File: src/rtl/core/srnp_pkg.sv
`timescale 1ns / 1ps
// Package for the signed radix number parser.
// Holds character constants, the digit decode function and the shared structs.
package srnp_pkg;

  localparam int unsigned CharW = 8;
  localparam int unsigned RadixW = 6;
  localparam int unsigned DigitW = 7;
  localparam int unsigned ValueW = 64;
  localparam int unsigned CountW = 8;

  localparam logic [RadixW-1:0] RadixReset = RadixW'(10);
  localparam logic [RadixW-1:0] RadixMax = RadixW'(36);
  localparam logic [DigitW-1:0] NoDigit = DigitW'(99);
  localparam logic [DigitW-1:0] LetterBase = DigitW'(10);

  localparam logic [CharW-1:0] ChZero = 8'h30;
  localparam logic [CharW-1:0] ChNine = 8'h39;
  localparam logic [CharW-1:0] ChUpperA = 8'h41;
  localparam logic [CharW-1:0] ChUpperZ = 8'h5A;
  localparam logic [CharW-1:0] ChLowerA = 8'h61;
  localparam logic [CharW-1:0] ChLowerZ = 8'h7A;
  localparam logic [CharW-1:0] ChPlus = 8'h2B;
  localparam logic [CharW-1:0] ChMinus = 8'h2D;
  localparam logic [CharW-1:0] CaseOffset = 8'h20;

  typedef struct packed {
    logic [DigitW-1:0] digit;
    logic              is_sign;
    logic              is_minus;
  } digit_info_t;

  typedef struct packed {
    logic [ValueW-1:0] value;
    logic [CountW-1:0] count;
    logic              bad_base;
  } result_t;

  function automatic logic [DigitW-1:0] digit_of(input logic [CharW-1:0] ch);
    logic [CharW-1:0] up;
    logic [CharW-1:0] diff;
    up = ch;
    if (ch >= ChLowerA && ch <= ChLowerZ) begin
      up = ch - CaseOffset;
    end
    if (up >= ChZero && up <= ChNine) begin
      diff = up - ChZero;
      digit_of = diff[DigitW-1:0];
    end else if (up >= ChUpperA && up <= ChUpperZ) begin
      diff = up - ChUpperA;
      digit_of = diff[DigitW-1:0] + LetterBase;
    end else begin
      digit_of = NoDigit;
    end
  endfunction

endpackage

File: src/rtl/core/srnp_decode.sv
`timescale 1ns / 1ps
// Character decoder: digit value and sign detection for one registered character.
// Depends on srnp_pkg.
module srnp_decode import srnp_pkg::*; (
  input  logic [CharW-1:0] char_i,
  output digit_info_t      info_o
);

  always_comb begin
    info_o.digit    = digit_of(char_i);
    info_o.is_sign  = (char_i == ChPlus) || (char_i == ChMinus);
    info_o.is_minus = (char_i == ChMinus);
  end

endmodule

File: src/rtl/core/srnp_accum.sv
`timescale 1ns / 1ps
// Token state and multiply-accumulate: updates the accumulator, sign and count
// for one decoded character and forms the result word. Depends on srnp_pkg.
module srnp_accum import srnp_pkg::*; #(
  parameter logic [CountW-1:0] CountCap = 8'd255
) (
  input  logic              clk_i,
  input  logic              rst_ni,
  input  logic              step_i,
  input  logic              first_i,
  input  logic              last_i,
  input  digit_info_t       info_i,
  input  logic [RadixW-1:0] radix_i,
  output result_t           result_o
);

  logic [ValueW-1:0] acc_q, acc_d, acc_b;
  logic              neg_q, neg_d, neg_b;
  logic              stop_q, stop_d, stop_b;
  logic [CountW-1:0] cnt_q, cnt_d, cnt_b, cnt_inc;
  logic              radix_ok, sign_step, take_digit;
  logic [ValueW-1:0] product;

  assign radix_ok = (radix_i != '0) && (radix_i <= RadixMax);
  assign sign_step = first_i && info_i.is_sign;
  assign take_digit = radix_ok && (info_i.digit < {1'b0, radix_i});

  always_comb begin
    acc_b  = first_i ? '0 : acc_q;
    neg_b  = first_i ? sign_step && info_i.is_minus : neg_q;
    stop_b = first_i ? 1'b0 : stop_q;
    cnt_b  = first_i ? '0 : cnt_q;
  end

  assign cnt_inc = (cnt_b < CountCap) ? cnt_b + CountW'(1) : cnt_b;
  assign product = acc_b * {{(ValueW-RadixW){1'b0}}, radix_i}
                 + {{(ValueW-DigitW){1'b0}}, info_i.digit};

  always_comb begin
    acc_d  = acc_b;
    neg_d  = neg_b;
    stop_d = stop_b;
    cnt_d  = cnt_b;
    if (!sign_step) begin
      if (stop_b) begin
        cnt_d = cnt_inc;
      end else if (take_digit) begin
        acc_d = product;
      end else begin
        stop_d = 1'b1;
        cnt_d  = cnt_inc;
      end
    end
    result_o.bad_base = !radix_ok;
    result_o.count    = cnt_d;
    if (!radix_ok) begin
      result_o.value = '0;
    end else if (neg_d) begin
      result_o.value = '0 - acc_d;
    end else begin
      result_o.value = acc_d;
    end
    if (last_i) begin
      acc_d  = '0;
      neg_d  = 1'b0;
      stop_d = 1'b0;
      cnt_d  = '0;
    end
  end

  always_ff @(posedge clk_i or negedge rst_ni) begin
    if (!rst_ni) begin
      acc_q  <= '0;
      neg_q  <= 1'b0;
      stop_q <= 1'b0;
      cnt_q  <= '0;
    end else if (step_i) begin
      acc_q  <= acc_d;
      neg_q  <= neg_d;
      stop_q <= stop_d;
      cnt_q  <= cnt_d;
    end
  end

endmodule

File: src/rtl/core/signed_radix_number_parser.sv
`timescale 1ns / 1ps
// Signed radix number parser top level: input word register, decoder,
// accumulator and result register. Depends on srnp_pkg, srnp_decode, srnp_accum.
// A word updates the token state as it leaves the input register; a last character
// also loads its result, and waits there while the result register is not yet taken.
// Throughput: one word per cycle except during that wait, set by the combinational MAC.
// Reset clears the token state, empties both registers and sets the radix to 10.
module signed_radix_number_parser import srnp_pkg::*; #(
  parameter int unsigned MaxTokenChars = 255
) (
  input  logic                     clk_i,
  input  logic                     rst_ni,
  input  logic                     radix_we_i,
  input  logic [RadixW-1:0]        radix_i,
  input  logic                     in_valid_i,
  output logic                     in_ready_o,
  input  logic [CharW-1:0]         character_i,
  input  logic                     first_char_i,
  input  logic                     last_char_i,
  output logic                     out_valid_o,
  input  logic                     out_ready_i,
  output logic signed [ValueW-1:0] value_o,
  output logic [CountW-1:0]        unconverted_count_o,
  output logic                     base_invalid_o
);

  localparam int unsigned CapInt = (MaxTokenChars > 255) ? 255 : MaxTokenChars;
  localparam logic [CountW-1:0] CountCap = CountW'(CapInt);

  logic [RadixW-1:0] radix_q;
  logic              s1_valid_q;
  logic [CharW-1:0]  s1_char_q;
  logic              s1_first_q, s1_last_q;
  logic              out_valid_q;
  result_t           out_q;
  logic              out_free, s1_go, step, load_out, in_acc;
  digit_info_t       info;
  result_t           result;

  assign out_free = !out_valid_q || out_ready_i;
  assign s1_go = !s1_last_q || out_free;
  assign step = s1_valid_q && s1_go;
  assign load_out = step && s1_last_q;
  assign in_ready_o = !s1_valid_q || s1_go;
  assign in_acc = in_valid_i && in_ready_o;

  srnp_decode u_decode (
    .char_i (s1_char_q),
    .info_o (info)
  );

  srnp_accum #(
    .CountCap (CountCap)
  ) u_accum (
    .clk_i    (clk_i),
    .rst_ni   (rst_ni),
    .step_i   (step),
    .first_i  (s1_first_q),
    .last_i   (s1_last_q),
    .info_i   (info),
    .radix_i  (radix_q),
    .result_o (result)
  );

  always_ff @(posedge clk_i or negedge rst_ni) begin
    if (!rst_ni) begin
      radix_q     <= RadixReset;
      s1_valid_q  <= 1'b0;
      out_valid_q <= 1'b0;
    end else begin
      if (radix_we_i) begin
        radix_q <= radix_i;
      end
      if (in_ready_o) begin
        s1_valid_q <= in_valid_i;
      end
      if (load_out) begin
        out_valid_q <= 1'b1;
      end else if (out_ready_i) begin
        out_valid_q <= 1'b0;
      end
    end
  end

  always_ff @(posedge clk_i) begin
    if (in_acc) begin
      s1_char_q  <= character_i;
      s1_first_q <= first_char_i;
      s1_last_q  <= last_char_i;
    end
    if (load_out) begin
      out_q <= result;
    end
  end

  assign out_valid_o = out_valid_q;
  assign value_o = signed'(out_q.value);
  assign unconverted_count_o = out_q.count;
  assign base_invalid_o = out_q.bad_base;

endmodule
File: config.mk
export PLATFORM = sky130hd
export DESIGN_NAME = signed_radix_number_parser
export DESIGN_NICKNAME = d
export VERILOG_FILES = /design/src/rtl/core/srnp_pkg.sv /design/src/rtl/core/srnp_decode.sv /design/src/rtl/core/srnp_accum.sv /design/src/rtl/core/signed_radix_number_parser.sv
export SDC_FILE = /design/constraint.sdc
export NUM_CORES = 1
export LEC_CHECK = 0
export BUFFER_PORTS_ARGS = -buffer_cell sky130_fd_sc_hd__buf_2
export CELL_PAD_IN_SITES_DETAIL_PLACEMENT = 1
export CELL_PAD_IN_SITES_GLOBAL_PLACEMENT = 1
export CORE_ASPECT_RATIO = 1.25
export CORE_MARGIN = 3
export CORE_UTILIZATION = 46
export DETAILED_ROUTE_END_ITERATION = 12
export PLACE_DENSITY_LB_ADDON = 0.1
export SLEW_MARGIN = 20
export SYNTH_ARGS = -nofsm -noshare
export SYNTH_HDL_FRONTEND = slang
export SYNTH_HIERARCHICAL = 1
export SYNTH_SLANG_ARGS = --single-unit
File: constraint.sdc
create_clock -name clk_i -period 6.9 [get_ports clk_i]
set_input_delay 0.345 -clock clk_i [delete_from_list [all_inputs] [get_ports clk_i]]
set_output_delay 0.345 -clock clk_i [all_outputs]
set_load 0.1 [all_outputs]
==> After elaboration in Yosys (flattened, before gate mapping) <==
Index checks and enable logic that the tools add are counted.
{ "op_classes": {"add_sub_neg": 7, "n_mul": 1, "n_lt_le_gt_ge": 9, "n_eq_ne": 2, "n_mux": 24, "reduce_logical": 20} }
{ "op_table": {"columns": ["cell", "n"], "rows": [
  ["2-to-1 mux 64 bit", 6],
  ["adder 64 x 7 -> 64 bit", 1],
  ["multiplier 64 x 6 -> 64 bit", 1],
  ["subtractor 1 x 64 -> 64 bit (first input constant)", 1],
  ["2-to-1 mux 8 bit", 7],
  ["equality test 8 x 6 -> 1 bit (second input constant)", 2],
  ["greater-or-equal comparator 8 x 7 -> 1 bit (second input constant)", 2],
  ["less-or-equal comparator 8 x 7 -> 1 bit (second input constant)", 2],
  ["2-to-1 mux 7 bit", 2],
  ["logical AND 1 bit", 10],
  ["2-to-1 mux 1 bit", 9],
  ["adder 8 x 1 -> 8 bit (second input constant)", 1],
  ["greater-or-equal comparator 8 x 6 -> 1 bit (second input constant)", 1],
  ["less-or-equal comparator 8 x 6 -> 1 bit (second input constant)", 1],
  ["< comparator 8 bit (second input constant)", 1],
  ["subtractor 8 x 6 -> 8 bit (second input constant)", 1],
  ["adder 7 x 4 -> 7 bit (second input constant)", 1],
  ["< comparator 7 x 6 -> 1 bit", 1],
  ["subtractor 7 x 6 -> 7 bit (second input constant)", 1],
  ["subtractor 7 bit (second input constant)", 1],
  ["less-or-equal comparator 6 bit (second input constant)", 1],
  ["nonzero test 6 bit", 1],
  ["zero test 1 bit", 4],
  ["logical OR 1 bit", 4],
  ["nonzero test 2 bit", 1]
]} }
{ "totals": {"regBits": 165, "in_bits": 21, "output_inout_bits": 75} }

==> Logic depth before layout (Yosys ltp) <==
{ "logic_depth": {"ltp_word": 14, "ltp_mapped": 34} }

==> By module <==
Netlist, hierarchy kept.
{ "modules_own_cells": {"columns": ["module", "n_inst", "cells_per_inst", "area_per_inst_um2", "seq_area_each_um2"], "rows": [
  ["srnp_accum", 1, 2209, 18736.7, 1851.8],
  ["signed_radix_number_parser", 1, 106, 2851.5, 2695.1],
  ["srnp_decode", 1, 74, 526.8, 0.0]
]} }

==> Least setup slack after synthesis <==
Ideal clock, no wire load.
{ "synth_timing": {"path_kind": "reg-to-reg", "from": "register s1_first_q", "to": "register out_q (netlist bit value_o[57]) (data pin)", "setup_time_ns": 0.266, "arrival_ns": 7.292, "t_required_ns": 6.634, "setup_slack_ns": -0.657, "stages_incl_launch_ff": 31, "path_cell_list": "edfxtp_1 -> clkbuf_1 -> clkbuf_1 -> buf_1 -> nor2b_1 -> clkbuf_1 -> clkbuf_1 -> and2_1 -> fa_1 -> inv_1 -> fa_1 -> inv_1 -> fa_1 -> inv_1 -> fa_1 -> inv_1 -> ha_1 -> nand3_1 -> or2_0 -> buf_6 -> a211oi_1 -> nor2_1 -> xnor2_1 -> a2111oi_0 -> and4_1 -> nand4_4 -> nor4b_4 -> nand2_2 -> o41ai_2 -> xnor2_1 -> nor2_1"} }
{ "synth_between": {"elab_chain_cells": 8, "elab_cells_between_ends": 12, "classes_between": "add/sub (2); mul (1); mux (7); reduce/logical (2)"} }
{ "synth_rtl": {"columns": ["element", "line_no", "text"], "rows": [
  ["start: declaration", "signed_radix_number_parser.sv:33", "logic s1_first_q, s1_last_q;"],
  ["start signal: assignment", "signed_radix_number_parser.sv:88", "s1_first_q <= first_char_i;"],
  ["2-to-1 mux 64 bit", "srnp_accum.sv:29", "acc_b = first_i ? '0 : acc_q;"],
  ["multiplier 64 x 6 -> 64 bit", "srnp_accum.sv:36", "assign product = acc_b * {{(ValueW-RadixW){1'b0}}, radix_i}"],
  ["adder 64 x 7 -> 64 bit", "srnp_accum.sv:37", "+ {{(ValueW-DigitW){1'b0}}, info_i.digit};"],
  ["2-to-1 mux 64 bit", "srnp_accum.sv:47", "end else if (take_digit) begin"],
  ["2-to-1 mux 64 bit", "srnp_accum.sv:45", "if (stop_b) begin"],
  ["2-to-1 mux 64 bit", "srnp_accum.sv:44", "if (!sign_step) begin"],
  ["subtractor 1 x 64 -> 64 bit", "srnp_accum.sv:59", "result_o.value = '0 - acc_d;"],
  ["2-to-1 mux 64 bit (*)", "srnp_accum.sv:58", "end else if (neg_d) begin"],
  ["end signal: assignment", "signed_radix_number_parser.sv:92", "out_q <= result;"],
  ["end: declaration", "signed_radix_number_parser.sv:35", "result_t out_q;"]
]} }
Mark *: on every way between the ends. The rest lies on a longest branch, timed or not.
A chain may end at the register's enable or synchronous reset.

==> Worst setup path after layout <==
Ends and elaborated chain as after synthesis.

==> impl_metrics.yaml <==
outcome:
  status: "complete, but fails checks"
  violations: "negative setup slack"
final_layout:
  final_area_mm2: 0.0281
  finalNonFillerCells: 3492
  drive_above_1_share: 0.282
  layout_commonest_cell: "buf_4"
  fill_cells: 5465
  nets: 3242
  utilization: 0.593
  final_cell_mix: "452 x buf_4, 300 x and2_1, 241 x fa_1, 174 x nor2_1, 161 x nand2_1"
  area_growth_pct: 26.9
cts:
  cts_buffers: 17
  cts_max_level: 4
  clk_latency_ns: 0.45
  cts_sinks: 165
  clk_pin_slew_ns: 0.07
  cts_buffer_depth: 2
  cts_tree: "built"
  ctsRootBufferMaster: "clkbuf_16"
critical_path:
  regToRegEndpoint: "value_o[57]$_DFFE_PP_"
  reg2reg_depth: 28
  slowest_stage: "fa_1"
  worst_setup_path_end_kind: "register"
  slowest_delay_ns: 0.52
  critPathMaxFanout: 7
  worstPathArrival_ns: 7.21
  regToRegSetupSlack_ns: -0.14
  cp_num_buf_inv: 8
  worst-path-stages: 28
  critPathTopFamily: "adder cells"
  cp.required_ns: 7.06
  r2r-start: "s1_first_q$_DFFE_PP_"
  criticalPathCategory: "register to register"
  start_kind: "register"
  cpMostUsedCell: "fa_1"
yosys:
  synth_warnings: 6
  ys.flop_type: "edfxtp_1"
  syn_avg_cell_area_um2: 9.26
  async_flop_share: 0.497
  synth_area_mm2: 0.0221
  synth.ff_latch_count: 165
  synth_edf_count: 83
  ys_types: 109
  synth_cells: 2389
  synth_nets: 2791
  seq_area_frac_synth: 0.206
place:
  globalplace.congestion: 0.974
  hpwl_um: 73200
  dp_worst_setup_slack_ns: -0.498
  dp.cells: 3422
  place_area_mm2: 0.0264
  port_buffers: 95
floorplan:
  die_h_um: 251
  coreArea_mm2: 0.0473
  die_area_mm2: 0.0508
  fp.dieW_um: 202
  start_util: 0.467
  io_pins: 96
  rows: 89
timing:
  period_share: 1.02
  skew_ns: 0.0159
  timing.fmax_ghz: 0.142
  hold_viol: 0
  slew_headroom: 0.302
  setup_viol: 16
  final-max-slew-violation-count: 0
  period_minus_slack_ns: 7.04
  grt_setup_unrepaired: "yes"
  whs_ns: 0.0807
  tns_ns: -0.681
  tightestPinTransition_ns: 1.04
  worst_slack_ns: -0.144
route:
  dr_total_vias: 21423
  wire_per_inst_um: 26.6
  routed_wl_um: 92800
  detail-route-antenna-nets: 0
  first_iter_violations: 1490
  route.detailed.drc: 0
  drt-pass1-iter-count: 6
  vias_per_cell: 6.13
global_routing:
  grt_usage: 0.359
  antenna_found_initial: 3
  grt_pass1_vias: 23226
  grt_pass1_wl_um: 140000
  gr-total-overflow: 0
  grt_max_degree: 66
power:
  power_density_mw_per_mm2: 99.2
  power_mw: 2.78
  vdd_drop_max_v: 0.000152
  p_leak_nw: 13.2
flow_run:
  drv_cap: 0
min_path:
  hold_class: "primary input to register"
  hp-start: "character_i[4]"
  min_to: "s1_char_q[4]$_DFFE_PP_"
  hold_depth: 1
## kinds of logic after synthesis
logic type                 synth area share
xor gates and xnor gates             0.0420
AOI/OAI and AO/OA                     0.179
and+or+nand+nor                       0.222
muxes                               0.00775
DFF                                   0.206
buffers and inverters                0.0457
adders and majority gates             0.297
## cells in the mapped netlist, types with 22 or more instances
cell         n  area [µm²]
nand4_1     41         257
fa_1       241        4820
o21ai_0     77         385
o2bb2ai_1   51         447
a211oi_1    22         165
xnor2_1     52         455
a21oi_1    126         631
nand3_1     28         140
a22oi_1     36         270
nand2_1    163         612
nor2_1     185         694
dfrtp_1     80        2000
inv_1      100         375
nor2b_1     26         163
and2_1     305        1910
clkbuf_1   110         413
edfxtp_1    83        2490
a21o_1      31         233
nor3_1      64         320
xor2_1      54         473
ha_1       140        1750
a31oi_1     31         194
## per-layer routing
metal / part of all wire / GRT usage / wire length (µm) / vias to the layer above
met1: 0.39 / 0.452 / 36400 / 11031
met4: 0.052 / 0.149 / 4850 / 0
met3: 0.054 / 0.0361 / 5040 / 222
li1: - / - / - / 9353
met2: 0.50 / 0.632 / 46500 / 817
met5: 0 / 0 / 0 / -
## layout make-up
| type | instances | area (µm²) | area share |
|---|---|---|---|
| diodes | 2 | 5.00 | 0.000178 |
| clock buffers | 24 | 452 | 0.0161 |
| clock inverters | 8 | 80.1 | 0.00285 |
| inverters | 105 | 394 | 0.0140 |
| multi-input cells | 1975 | 17500 | 0.622 |
| flip-flops and latches | 165 | 4550 | 0.162 |
| well taps | 637 | 797 | 0.0284 |
| repair buffers | 576 | 4330 | 0.154 |
## state kept, by name, summed over array words and instances, names as in the netlist, 6 cells and up
signal               flops
radix_q                  6
u_accum/cnt_q            8
unconverted_count_o      8
s1_char_q                8
u_accum/acc_q           64
value_o                 64
## report_power, final
group / switching (mW) / internal [mW] / total (mW)
registers: 0.0244 / 1.07 / 1.09
clock network: 0.431 / 0.498 / 0.929
logic: 0.544 / 0.216 / 0.760
total: 0.999 / 1.78 / 2.78
## worst max path at each step
stage	start	endpoint	slack (ns)
final	s1_first_q$_DFFE_PP_	value_o[57]$_DFFE_PP_	-0.14
after global routing	s1_char_q[0]$_DFFE_PP_	value_o[57]$_DFFE_PP_	-0.46
after CTS	s1_char_q[0]$_DFFE_PP_	value_o[57]$_DFFE_PP_	-0.03
after detailed placement	s1_char_q[1]$_DFFE_PP_	value_o[36]$_DFFE_PP_	-0.50
after global placement	s1_char_q[0]$_DFFE_PP_	value_o[36]$_DFFE_PP_	-0.35
after floorplan	s1_first_q$_DFFE_PP_	value_o[57]$_DFFE_PP_	-0.03
## what timing repair did
item	CTS	global route
hold buffers	1	0
gates resized for setup	55	126
setup endpoints to repair	37	42
setup buffers	15	19
hold endpoints to repair	26	0
pin swaps	30	43
cloned	0	2
Note: power is estimated with default switching activity, not from simulation.
